**config.mk**
```make
export PLATFORM = sky130hd
export DESIGN_NAME = blink_code_decoder
export DESIGN_NICKNAME = d
export VERILOG_FILES = /design/src/sv/bcd_pkg.sv /design/src/sv/bcd_step.sv /design/src/sv/blink_code_decoder.sv
export SDC_FILE = /design/constraint.sdc
export NUM_CORES = 1
export LEC_CHECK = 0
export ABC_AREA = 1
export ABC_CLOCK_PERIOD_IN_PS = 7100
export BUFFER_PORTS_ARGS = -buffer_cell sky130_fd_sc_hd__buf_2
export CAP_MARGIN = 20
export CORE_MARGIN = 3
export CORE_UTILIZATION = 42
export CTS_BUF_LIST = sky130_fd_sc_hd__clkbuf_4 sky130_fd_sc_hd__clkbuf_8
export CTS_CLUSTER_SIZE = 16
export DETAILED_ROUTE_END_ITERATION = 7
export GPL_ROUTABILITY_DRIVEN = 0
export PLACE_DENSITY = 0.64
export SYNTH_ARGS = -nofsm -noshare
export SYNTH_HDL_FRONTEND = slang
export SYNTH_HIERARCHICAL = 1
export SYNTH_SLANG_ARGS = --single-unit
export TNS_END_PERCENT = 1
```
**constraint.sdc**
```tcl
create_clock -name i_clk -period 7.1 [get_ports i_clk]
set_clock_uncertainty 0.1 [all_clocks]
set_input_delay 0 -clock i_clk [delete_from_list [all_inputs] [get_ports i_clk]]
set_output_delay 0 -clock i_clk [all_outputs]
set_load 0.01 [all_outputs]
```
**src/sv/bcd_pkg.sv**
```systemverilog
// Package for the blink code decoder: item, configuration and state types,
// register indexes, status bit masks and timer constants.
// No dependencies.
`default_nettype none

package bcd_pkg;

    // Timer width for elapsed and since_dark counters (12 to 32)
    localparam int TIMER_BITS = 16;
    localparam longint unsigned TIMER_MAX = (64'd1 << TIMER_BITS) - 64'd1;

    localparam int THR_BITS   = 10;
    localparam int GAP_BITS   = 16;
    localparam int COUNT_BITS = 8;
    localparam int STAT_BITS  = 4;
    localparam int CFG_BITS   = 16;
    localparam int IDX_BITS   = 3;

    // Minimum spacing between two taken dark samples
    localparam logic [TIMER_BITS-1:0] DARK_SPACING = TIMER_BITS'(2);
    localparam logic [COUNT_BITS-1:0] COUNT_MAX    = '1;

    // Status bits
    localparam logic [STAT_BITS-1:0] ST_BASE  = 4'h1;
    localparam logic [STAT_BITS-1:0] ST_DARK  = 4'h2;
    localparam logic [STAT_BITS-1:0] ST_COUNT = 4'h4;
    localparam logic [STAT_BITS-1:0] ST_BLINK = 4'h8;

    // Configuration register indexes
    typedef enum logic [IDX_BITS-1:0] {
        CFG_DARK_THRESHOLD = 3'd0,
        CFG_BLINK_GAP_MIN  = 3'd1,
        CFG_BLINK_GAP_MAX  = 3'd2,
        CFG_CODE_GAP_MIN   = 3'd3,
        CFG_CODE_GAP_MAX   = 3'd4,
        CFG_WINDOW_TICKS   = 3'd5
    } t_cfg_idx;

    // Reset values of the configuration registers
    localparam logic [THR_BITS-1:0] RST_DARK_THRESHOLD = 10'd60;
    localparam logic [GAP_BITS-1:0] RST_BLINK_GAP_MIN  = 16'd700;
    localparam logic [GAP_BITS-1:0] RST_BLINK_GAP_MAX  = 16'd900;
    localparam logic [GAP_BITS-1:0] RST_CODE_GAP_MIN   = 16'd1900;
    localparam logic [GAP_BITS-1:0] RST_CODE_GAP_MAX   = 16'd2100;
    localparam logic [GAP_BITS-1:0] RST_WINDOW_TICKS   = 16'd30000;

    typedef struct packed {
        logic                start_req;
        logic [THR_BITS-1:0] sample;
    } t_in_item;

    typedef struct packed {
        logic                  timed_out;
        logic [COUNT_BITS-1:0] blink_count;
        logic [STAT_BITS-1:0]  status;
    } t_out_item;

    typedef struct packed {
        logic [THR_BITS-1:0] dark_threshold;
        logic [GAP_BITS-1:0] blink_gap_min;
        logic [GAP_BITS-1:0] blink_gap_max;
        logic [GAP_BITS-1:0] code_gap_min;
        logic [GAP_BITS-1:0] code_gap_max;
        logic [GAP_BITS-1:0] window_ticks;
    } t_cfg;

    typedef struct packed {
        logic                  window_active;
        logic                  counting;
        logic [COUNT_BITS-1:0] blinks;
        logic [TIMER_BITS-1:0] elapsed;
        logic [TIMER_BITS-1:0] since_dark;
        logic                  dark_ref_valid;
        logic [STAT_BITS-1:0]  status_bits;
    } t_state;

endpackage

`default_nettype wire

```
**src/sv/bcd_step.sv**
```systemverilog
// Per-tick decode logic: next decoder state and optional result for one item.
// Depends on bcd_pkg.
`default_nettype none

module bcd_step
    import bcd_pkg::*;
(
    input  wire t_state    i_state,
    input  wire t_in_item  i_item,
    input  wire t_cfg      i_cfg,
    output t_state         o_state,
    output logic           o_res_valid,
    output t_out_item      o_res
);

    logic [TIMER_BITS-1:0] w_limit;

    // Window length clipped to the timer range
    always_comb begin
        if (64'(i_cfg.window_ticks) > TIMER_MAX) begin
            w_limit = TIMER_BITS'(TIMER_MAX);
        end else begin
            w_limit = TIMER_BITS'(i_cfg.window_ticks);
        end
    end

    always_comb begin
        t_state nx;
        logic   proceed;
        logic   in_code;
        logic   in_blink;

        nx          = i_state;
        proceed     = 1'b0;
        in_code     = 1'b0;
        in_blink    = 1'b0;
        o_res_valid = 1'b0;
        o_res       = '0;

        // Window control and timers
        if (i_item.start_req) begin
            nx.window_active  = 1'b1;
            nx.counting       = 1'b0;
            nx.elapsed        = '0;
            nx.since_dark     = '0;
            nx.dark_ref_valid = 1'b0;
            nx.status_bits    = ST_BASE;
            proceed           = 1'b1;
        end else if (!i_state.window_active) begin
            proceed = 1'b0;
        end else if (i_state.elapsed >= w_limit) begin
            nx.window_active  = 1'b0;
            o_res_valid       = 1'b1;
            o_res.timed_out   = 1'b1;
            o_res.blink_count = '0;
            o_res.status      = i_state.status_bits;
        end else begin
            if (!(&i_state.elapsed)) begin
                nx.elapsed = i_state.elapsed + TIMER_BITS'(1);
            end
            if (!(&i_state.since_dark)) begin
                nx.since_dark = i_state.since_dark + TIMER_BITS'(1);
            end
            proceed = 1'b1;
        end

        // Dark sample handling
        if (proceed && !(nx.dark_ref_valid && nx.since_dark < DARK_SPACING)
                && i_item.sample <= i_cfg.dark_threshold) begin
            nx.status_bits = nx.status_bits | ST_DARK;
            in_code  = (64'(i_cfg.code_gap_min) <= 64'(nx.since_dark))
                    && (64'(nx.since_dark) <= 64'(i_cfg.code_gap_max));
            in_blink = (64'(i_cfg.blink_gap_min) <= 64'(nx.since_dark))
                    && (64'(nx.since_dark) <= 64'(i_cfg.blink_gap_max));
            if (nx.dark_ref_valid && in_code && nx.counting) begin
                // Second code gap: report the code and close the window
                if (nx.blinks != COUNT_MAX) begin
                    nx.blinks = nx.blinks + COUNT_BITS'(1);
                end
                nx.window_active  = 1'b0;
                o_res_valid       = 1'b1;
                o_res.timed_out   = 1'b0;
                o_res.blink_count = nx.blinks;
                o_res.status      = nx.status_bits;
            end else begin
                if (nx.dark_ref_valid && in_code) begin
                    nx.counting    = 1'b1;
                    nx.blinks      = '0;
                    nx.status_bits = nx.status_bits | ST_COUNT;
                end else if (nx.dark_ref_valid && in_blink) begin
                    if (nx.blinks != COUNT_MAX) begin
                        nx.blinks = nx.blinks + COUNT_BITS'(1);
                    end
                    nx.status_bits = nx.status_bits | ST_BLINK;
                end
                nx.since_dark     = '0;
                nx.dark_ref_valid = 1'b1;
            end
        end

        o_state = nx;
    end

endmodule

`default_nettype wire

```
**src/sv/blink_code_decoder.sv**
```systemverilog
// Top level of the blink code decoder: config registers, input register,
// decoder state and result register. Depends on bcd_pkg and bcd_step.
//
// One item per clock sustained while the output is not stalled; each item
// is one sensor tick. An accepted item is held in the input register until
// bcd_step decodes it, and any result is then registered in the output
// register. The input register takes one more item while a result waits
// on the output; input stalls only when both registers are held by a
// stalled output. Configuration writes take effect on the next edge and
// must only be made while the decoder is idle.
`default_nettype none

module blink_code_decoder
    import bcd_pkg::*;
(
    input  wire                 i_clk,
    input  wire                 i_rst_n,
    input  wire                 i_in_valid,
    output logic                o_in_ready,
    input  wire t_in_item       i_in_item,
    output logic                o_out_valid,
    input  wire                 i_out_ready,
    output t_out_item           o_out_item,
    input  wire                 i_cfg_we,
    input  wire [IDX_BITS-1:0]  i_cfg_idx,
    input  wire [CFG_BITS-1:0]  i_cfg_data
);

    t_cfg      r_cfg;
    logic      r_in_valid;
    t_in_item  r_in_item;
    t_state    r_state;
    logic      r_out_valid;
    t_out_item r_out_item;

    t_state    w_state_nx;
    logic      w_res_valid;
    t_out_item w_res;
    logic      w_fire;

    // Configuration registers
    always_ff @(posedge i_clk) begin
        if (!i_rst_n) begin
            r_cfg.dark_threshold <= RST_DARK_THRESHOLD;
            r_cfg.blink_gap_min  <= RST_BLINK_GAP_MIN;
            r_cfg.blink_gap_max  <= RST_BLINK_GAP_MAX;
            r_cfg.code_gap_min   <= RST_CODE_GAP_MIN;
            r_cfg.code_gap_max   <= RST_CODE_GAP_MAX;
            r_cfg.window_ticks   <= RST_WINDOW_TICKS;
        end else if (i_cfg_we) begin
            case (t_cfg_idx'(i_cfg_idx))
                CFG_DARK_THRESHOLD: r_cfg.dark_threshold <= i_cfg_data[THR_BITS-1:0];
                CFG_BLINK_GAP_MIN:  r_cfg.blink_gap_min  <= i_cfg_data[GAP_BITS-1:0];
                CFG_BLINK_GAP_MAX:  r_cfg.blink_gap_max  <= i_cfg_data[GAP_BITS-1:0];
                CFG_CODE_GAP_MIN:   r_cfg.code_gap_min   <= i_cfg_data[GAP_BITS-1:0];
                CFG_CODE_GAP_MAX:   r_cfg.code_gap_max   <= i_cfg_data[GAP_BITS-1:0];
                CFG_WINDOW_TICKS:   r_cfg.window_ticks   <= i_cfg_data[GAP_BITS-1:0];
                default: ;
            endcase
        end
    end

    // Decode fires when an item is held and the output slot is free
    assign w_fire     = r_in_valid && (!r_out_valid || i_out_ready);
    assign o_in_ready = !r_in_valid || w_fire;

    // Input register
    always_ff @(posedge i_clk) begin
        if (!i_rst_n) begin
            r_in_valid <= 1'b0;
        end else if (o_in_ready) begin
            r_in_valid <= i_in_valid;
        end
    end

    always_ff @(posedge i_clk) begin
        if (o_in_ready && i_in_valid) begin
            r_in_item <= i_in_item;
        end
    end

    bcd_step u_step (
        .i_state     (r_state),
        .i_item      (r_in_item),
        .i_cfg       (r_cfg),
        .o_state     (w_state_nx),
        .o_res_valid (w_res_valid),
        .o_res       (w_res)
    );

    // Decoder state
    always_ff @(posedge i_clk) begin
        if (!i_rst_n) begin
            r_state.window_active  <= 1'b0;
            r_state.counting       <= 1'b0;
            r_state.blinks         <= '0;
            r_state.elapsed        <= '0;
            r_state.since_dark     <= '0;
            r_state.dark_ref_valid <= 1'b0;
            r_state.status_bits    <= ST_BASE;
        end else if (w_fire) begin
            r_state <= w_state_nx;
        end
    end

    // Result register
    always_ff @(posedge i_clk) begin
        if (!i_rst_n) begin
            r_out_valid <= 1'b0;
        end else if (w_fire) begin
            r_out_valid <= w_res_valid;
        end else if (i_out_ready) begin
            r_out_valid <= 1'b0;
        end
    end

    always_ff @(posedge i_clk) begin
        if (w_fire && w_res_valid) begin
            r_out_item <= w_res;
        end
    end

    assign o_out_valid = r_out_valid;
    assign o_out_item  = r_out_item;

    // Checks
    a_status_base: assert property (@(posedge i_clk) disable iff (!i_rst_n)
        r_state.status_bits[0])
        else $error("status bit0 cleared");

    a_result_closes: assert property (@(posedge i_clk) disable iff (!i_rst_n)
        (w_fire && w_res_valid) |=> !r_state.window_active)
        else $error("window still open after a result");

    a_no_phantom: assert property (@(posedge i_clk) disable iff (!i_rst_n)
        (!r_out_valid && !w_fire) |=> !o_out_valid)
        else $error("result appeared without a decode");

    a_stall_only_full: assert property (@(posedge i_clk) disable iff (!i_rst_n)
        !o_in_ready |-> (r_in_valid && r_out_valid && !i_out_ready))
        else $error("input stalled with room available");

endmodule

`default_nettype wire

```
==> results of run 1 <==
==> final cells by class <==
cell class                 instances  area [um^2]
inverter                         190          713
fill                            2605        13200
clock buffer                      17          234
multi-input combinational       1231         6330
sequential                       163         3500
clock inverter                    15          185
tap                              330          413
timing repair buffer             100          731
==> state kept, by name (all words and copies together) (netlist names) <==
| signal | cells |
|---|---|
| o_out_item | 13 |
| o_out_valid | 1 |
| r_cfg | 90 |
| r_in_item | 11 |
| r_in_valid | 1 |
| r_state | 47 |
==> cell families after synthesis <==
family | share of synthesized area (%)
DFF | 32.2
and+or+nand+nor | 40.5
adders and majority gates | 10.7
xor gates and xnor gates | 0.564
AOI/OAI and AO/OA | 6.46
buffers and inverters | 9.60
==> what timing repair did <==
item | in CTS | in global routing
hold buffers | 40 | 0
endpoints found under the setup margin | 0 | 0
hold endpoints to repair | 109 | 0
==> how the worst max path moves through the flow <==
stage | start | endpoint | slack (ns) | cells after the start
finish | r_state[28]$_SDFFE_PN0P_ | r_state[11]$_SDFFE_PN0P_ | 0.84 | 32
global route | r_state[28]$_SDFFE_PN0P_ | r_state[20]$_SDFFE_PN0P_ | 0.39 | 32
CTS | r_state[28]$_SDFFE_PN0P_ | o_out_item[1]$_DFFE_PP_ | 0.95 | 29
detailed placement | r_state[28]$_SDFFE_PN0P_ | o_out_item[10]$_DFFE_PP_ | 0.96 | 29
global placement | r_state[28]$_SDFFE_PN0P_ | o_out_item[8]$_DFFE_PP_ | 1.17 | 29
floorplan | r_state[34]$_SDFFE_PN0P_ | o_out_item[0]$_DFFE_PP_ | 2.49 | 28
==> power groups by stage <==
| stage | combinational [mW] | sequential, mW | clock [mW] |
|---|---|---|---|
| after CTS | 0.396 | 1.01 | 0.753 |
| after global routing | 0.454 | 1.01 | 0.792 |
| after global placement | 0.373 | 1.03 | 0 |
| after floorplan | 0.284 | 1.02 | 0 |
| final | 0.399 | 1.01 | 0.736 |
| after detailed placement | 0.378 | 1.03 | 0 |
==> layer usage <==
| layer | wire [um] | vias to the layer above | share of wire (%) |
|---|---|---|---|
| met5 | 0 | - | 0 |
| met4 | 733 | 0 | 2.4 |
| met3 | 1550 | 46 | 5.0 |
| met2 | 13900 | 304 | 45 |
| met1 | 14700 | 4773 | 48 |
| li1 | - | 5375 | - |
==> stage by stage <==
step                      area [um^2]  hold WS [ns]
after global placement          11300        0.0769
after global routing            12100        0.0373
after detailed placement        11300        0.0781
after CTS                       12100        0.0128
after floorplan                 10900      -0.00113
final                           12100        0.0376
==> cells in the mapped netlist (20+ instances only) <==
cell type	number
o21ai_0	26
edfxtp_1	24
clkbuf_1	20
nand3_1	165
ha_1	93
nand2_1	430
buf_2	28
nor2_1	302
a21oi_1	64
inv_1	177
dfxtp_1	139
nand3b_1	47
==> critical path, delay by kind of cell, from the launching register on <==
| family | cells | cell delay [ns] |
|---|---|---|
| flip-flops | 1 | 0.47 |
| AND/OR/NAND/NOR | 23 | 3.56 |
| buffers and inverters | 3 | 0.97 |
| AO/OA/AOI/OAI | 4 | 0.47 |
| adder cells (fa/ha/maj) | 2 | 0.62 |
==> metrics.md, run 1 <==
| Metric | Value |
|---|---|
| Worst stage delay on the critical path | `0.73 ns` |
| DP Worst Slack | `0.960 ns` |
| Reg power frac | `47.0%` |
| Pleak | `5.89 nW` |
| Syn_area_per_cell | `6.60 um^2` |
| Mapped Nets | `1777` |
| CP dominant cell by count | `nand2_1` |
| Mapped Area | `10900 um^2` |
| Top Usage Layer GRT | `met2` |
| Comb pwr share | `18.6%` |
| Post-synth top area share | `25.6%` |
| Dpl hpwl | `21.5 mm` |
| Post-layout util | `47.8%` |
| Synth Flop Type | `dfxtp_1` |
| Max_cap viols | `0` |
| Clock share of power | `34.4%` |
| Reg-to-reg slack, setup | `0.84 ns` |
| Avg WL per Cell | `15.1 um` |
| Post-synth ARST share | `0%` |
| WL final | `30.8 mm` |
| Setup WS post-layout | `0.837 ns` |
| Clock tree buffer depth | `2` |
| Worst hold path type | `input port to flip-flop` |
| Met2 Track Usage GR | `35.3%` |
| Worst-path maximum fanout | `17` |
| Via density | `5.13` |
| Hold Path Depth | `5` |
| Pwr/cell area | `177 nW/um^2` |
| Crit path DAT | `6.56 ns` |
| EDFF count, synth | `24` |
| Sw frac | `32.5%` |
| CTS Root Buffer Type | `clkbuf_8` |
| Nets | `1831` |
| Area leader, netlist | `dfxtp_1` |
| Vias after detailed routing | `10500` |
| CTS Buf Count | `17` |
| Share of layout cells above drive strength 1 | `7.87%` |
| Cell count after synthesis | `1649` |
| Sequential share of the synthesized area | `32.2%` |
| Clk slew on worst S/H paths | `0.10 ns` |
| CTS Sinks | `163` |
| CTS H-tree lvls | `4` |
| Final Max Slew Viols | `0` |
| Synth area leaders | `dfxtp_1 26%, nand2_1 15%, ha_1 11%` |
| Number of inserted diodes | `0` |
| Ys Warns | `6` |
| Std-Cell Rows | `58` |
| Crit Reg-Reg Endpoint | `r_state[11]$_SDFFE_PN0P_` |
| Worst slew pin tran | `0.984 ns` |
| Fin. Hold Viols | `0` |
| Met1 GRT Util | `30.7%` |
| GRT met3 Usage | `3.04%` |
| Initial Util | `43.0%` |
| Max Freq | `0.160 GHz` |
| Int Pwr | `1.45 mW` |
| Final Cycle Share | `88.2%` |
| CTS tree | `built` |
| Antenna viol nets, final | `0` |
| CP required | `7.40 ns` |
| Initial antenna violation count | `0` |
| Commonest non-fill, non-tap cells in the layout | `430 x nand2_1, 302 x nor2_1, 177 x inv_1` |
| Crit-path slowest cell | `clkinv_1` |
| Hold Path Sink | `r_cfg[83]$_SDFFE_PN1P_` |
| Pin count of the biggest net entering global routing | `82` |
| Hold Crit Start | `i_cfg_we` |
| Worst skew pair latency | `0.47 ns` |
| RSZ-0062 raised after global routing | `false` |
| Tmin final | `6.26 ns` |
| CP endpoint kind | `flip-flop` |
| DRC viols | `0` |
| Run status | `finished clean` |
| Die W | `167 um` |
| Slew HR | `34.1%` |
| Dpl cells | `1974` |
| Die Y | `167 um` |
| NetSw | `0.697 mW` |
| Vias in the first global route | `9811` |
| Most common cell after layout, fill and taps aside | `nand2_1` |
| Number of port buffers | `49` |
| Reg2reg start | `r_state[28]$_SDFFE_PN0P_` |
| Setup_tns | `0 ns` |
| WS Path Type | `flip-flop to flip-flop` |
| GRT Residual Overflow | `0` |
| Unique masters post-synth | `45` |
| First-pass DRT Iterations | `5` |
| Area growth, synth to finish | `11.3%` |
| Die area | `27900 um^2` |
| Pwr Total | `2.14 mW` |
| Maximum vdd drop | `0.110 mV` |
| Startpoint type of the worst setup path | `flip-flop` |
| IO Pins | `50` |
| Resized cells post-CTS | `0` |
| GRT Overall Usage | `22.0%` |
| First-pass GRT wire length | `50.3 mm` |
| Initial DRC count | `985` |
| Fin cells | `2046` |
| Setup violators final | `0` |
| CORE AREA | `25300 um^2` |
| Post-CTS Setup Bufs | `0` |
| Seq cells post-synth | `163` |
| FF-to-FF path depth | `32` |
(Power assumes the default switching activity.)
==> run 2, diff against run 1 <==
- ABC_AREA: 1 -> 0
- CELL_PAD_IN_SITES_DETAIL_PLACEMENT: unset -> 0
- CELL_PAD_IN_SITES_GLOBAL_PLACEMENT: unset -> 1
- PLACE_DENSITY: 0.64 -> unset
- PLACE_DENSITY_LB_ADDON: unset -> 0.1
==> run 2 against run 1 <==
Worst hold slack improved by 0.061 ns; die area fell by 9.2%; sequential share of layout area is 3.0 points higher; non-clock buffer count decreased by 9; clock power down 7.1%; critical path depth down 9; cell area decreased by 9.4%; flip-flop and latch count did not move; critical endpoint is now o_out_item[1]$_DFFE_PP_; largest cell class unchanged; largest power group unchanged.
==> metrics.md, run 2 <==
| Metric | Value |
|---|---|
| DRC viols | `0` |
| Top routing layer in use | `met4` |
| Routed met3 length | `760 um` |
| Resized cells post-CTS | `0` |
| Hold_buf cts | `33` |
| Std-Cell Rows | `55` |
| Avg WL per Cell | `17.1 um` |
| CP endpoint kind | `flip-flop` |
| Post-synth top area share | `28.3%` |
| Slew HR | `37.8%` |
| Vias after detailed routing | `8028` |
| Syn_area_per_cell | `8.47 um^2` |
| Area growth, synth to finish | `11.5%` |
| Pwr Total | `1.81 mW` |
| Worst skew pair latency | `0.48 ns` |
| Run status | `finished clean` |
| Cell count after synthesis | `1162` |
| CTS Sinks | `163` |
| First-pass GRT wire length | `42.0 mm` |
| GRT Residual Overflow | `0` |
| CORE AREA | `22800 um^2` |
| Unique masters post-synth | `75` |
| Synth area leaders | `dfxtp_1 28%, ha_1 12%, mux2i_1 8.8%` |
| Largest Register | `r_cfg` |
| Mapped Nets | `1290` |
| Worst-path maximum fanout | `13` |
| Synth Flop Type | `dfxtp_1` |
| Maximum vdd drop | `0.111 mV` |
| Worst slew pin tran | `0.933 ns` |
| First-pass DRT Iterations | `5` |
| Seq cells post-synth | `163` |
| Vias in the first global route | `7701` |
| Dpl hpwl | `19.2 mm` |
| IO Pins | `50` |
| CTS Root Buffer Type | `clkbuf_8` |
| Post-CTS Setup Bufs | `0` |
| Area leader, netlist | `dfxtp_1` |
| GRT Overall Usage | `20.9%` |
| Clock tree buffer depth | `2` |
| Share of layout cells above drive strength 1 | `11.6%` |
| Via density | `5.21` |
| WS Path Type | `flip-flop to flip-flop` |
| Ys Warns | `6` |
| Sequential share of the synthesized area | `35.6%` |
| CTS tree | `built` |
| Die area | `25300 um^2` |
| M1 wire length | `12.8 mm` |
| Synth cell count leaders | `184 x nand2_1, 139 x dfxtp_1, 94 x inv_1` |
| Post-synth ARST share | `0%` |
| EDFF count, synth | `24` |
| Max_cap viols | `0` |
| Most frequent cell after synthesis | `nand2_1` |
| Initial Util | `43.1%` |
| Setup violators final | `0` |
| Max Freq | `0.169 GHz` |
| Pin count of the biggest net entering global routing | `131` |
| Final Cycle Share | `83.2%` |
| Startpoint type of the worst setup path | `flip-flop` |
| Final Max Slew Viols | `0` |
| Crit path DAT | `5.93 ns` |
| Mapped Area | `9850 um^2` |
| Die Y | `159 um` |
| Number of inserted diodes | `0` |
| Number of fill cells in the layout | `2331` |
| WL final | `26.4 mm` |
| Number of port buffers | `49` |
| Antenna viol nets, final | `0` |
| Met2 wire len | `12.6 mm` |
| Worst hold path type | `input port to flip-flop` |
| Most common cell after layout, fill and taps aside | `nand2_1` |
| RSZ-0062 raised after global routing | `false` |
| Pwr/cell area | `165 nW/um^2` |
| Setup_tns | `0 ns` |
| CP required | `7.12 ns` |
| Clk slew on worst S/H paths | `0.11 ns` |
| Initial antenna violation count | `0` |
| Tmin final | `5.91 ns` |
| Die W | `159 um` |
| CTS H-tree lvls | `4` |
| Largest register FFs | `90` |
| Fin. Hold Viols | `0` |
| Nets | `1343` |
| Commonest non-fill, non-tap cells in the layout | `184 x nand2_1, 139 x dfxtp_1, 94 x inv_1` |
| Pleak | `4.52 nW` |
| Initial DRC count | `401` |
| CTS Buf Count | `17` |
[run 2: cell count changes in the layout (fill, tap and decap cells not counted), moves of 10 or more]
cell,previous run,this run
nor2b_1,0,10
nand2_1,430,184
a21oi_1,64,34
nand3b_1,47,0
a21o_1,1,14
mux2i_1,0,87
nor2_1,302,60
inv_1,177,94
xnor2_1,1,11
nand4_1,10,31
nand3_1,165,87
o21ai_0,26,82
[run 2: cell type report]
cell class	count	area (um^2)	share of cell area, %
inverters	94	353	3.22
flip-flops and latches	163	3500	31.9
well taps	313	392	3.57
clock inverters	15	154	1.40
clock buffers	17	234	2.13
repair buffers	91	649	5.92
multi-input cells	848	5690	51.8
[run 2: per-layer routing]
layer,vias to the layer above,global-route usage (%)
met5,-,0
met4,0,4.54
met3,20,3.49
met2,115,35.5
met1,3728,28.1
li1,4165,-
[run 2: worst max-delay path, cell delays in order (launching register included)]
cell and delay (ns):
dfxtp_1 0.39, inv_1 0.08, ha_1 0.29, nand2b_4 0.13, a2111o_1 0.41, a32oi_2 0.36, and3_1 0.45, nand2_1 0.12
xor2_1 0.16, or2_2 0.35, inv_1 0.10, ha_1 0.24, a21o_1 0.18, a21o_1 0.16, a21oi_1 0.13, o221ai_1 0.14
a21oi_1 0.14, o32ai_1 0.14, buf_4 0.18, nor2_1 0.26, o211ai_2 0.30, o21a_1 0.23, inv_1 0.07, and2_1 0.43
[run 2: stage by stage]
step                worst slack [ns]  utilization [%]  cells  area (um^2)  hold slack, ns
floorplan                       2.17                -   1162         9850        -0.00113
global placement                1.29             44.9   1476        10300          0.0774
detailed placement              1.22             44.9   1476        10300          0.0781
CTS                             1.16             48.0   1541        11000          0.0725
global route                   0.721             48.0   1541        11000          0.0951
finish                          1.19             48.0   1541        11000          0.0985
[run 2: cell families after synthesis]
group,count (synthesis),share of synthesized area (%)
compound gates,191,12.2
simple gates,451,22.5
mux,88,8.96
flops,163,35.6
xor+xnor,25,2.22
buf+inv,151,6.71
fa+ha+maj,93,11.8
[run 2: where the power goes]
| part | switching (mW) | total [mW] | leakage, nW | internal, mW |
|---|---|---|---|---|
| Sequential | 0.0121 | 0.964 | 1.33 | 0.952 |
| Combinational | 0.103 | 0.166 | 2.99 | 0.0627 |
| Clock | 0.420 | 0.684 | 0.197 | 0.265 |
[run 2: final timing paths]
check | slack [ns] | to | depth (start not counted) | start
worst min register to register | 0.36 | r_cfg[87]$_SDFFE_PN0P_ | 2 | r_cfg[87]$_SDFFE_PN0P_
worst min-delay path | 0.1 | r_cfg[19]$_SDFFE_PN0P_ | 4 | i_cfg_idx[2]
worst max-delay path | 1.19 | o_out_item[1]$_DFFE_PP_ | 23 | r_state[21]$_SDFFE_PN0P_
worst max register to register | 1.19 | o_out_item[1]$_DFFE_PP_ | 23 | r_state[21]$_SDFFE_PN0P_
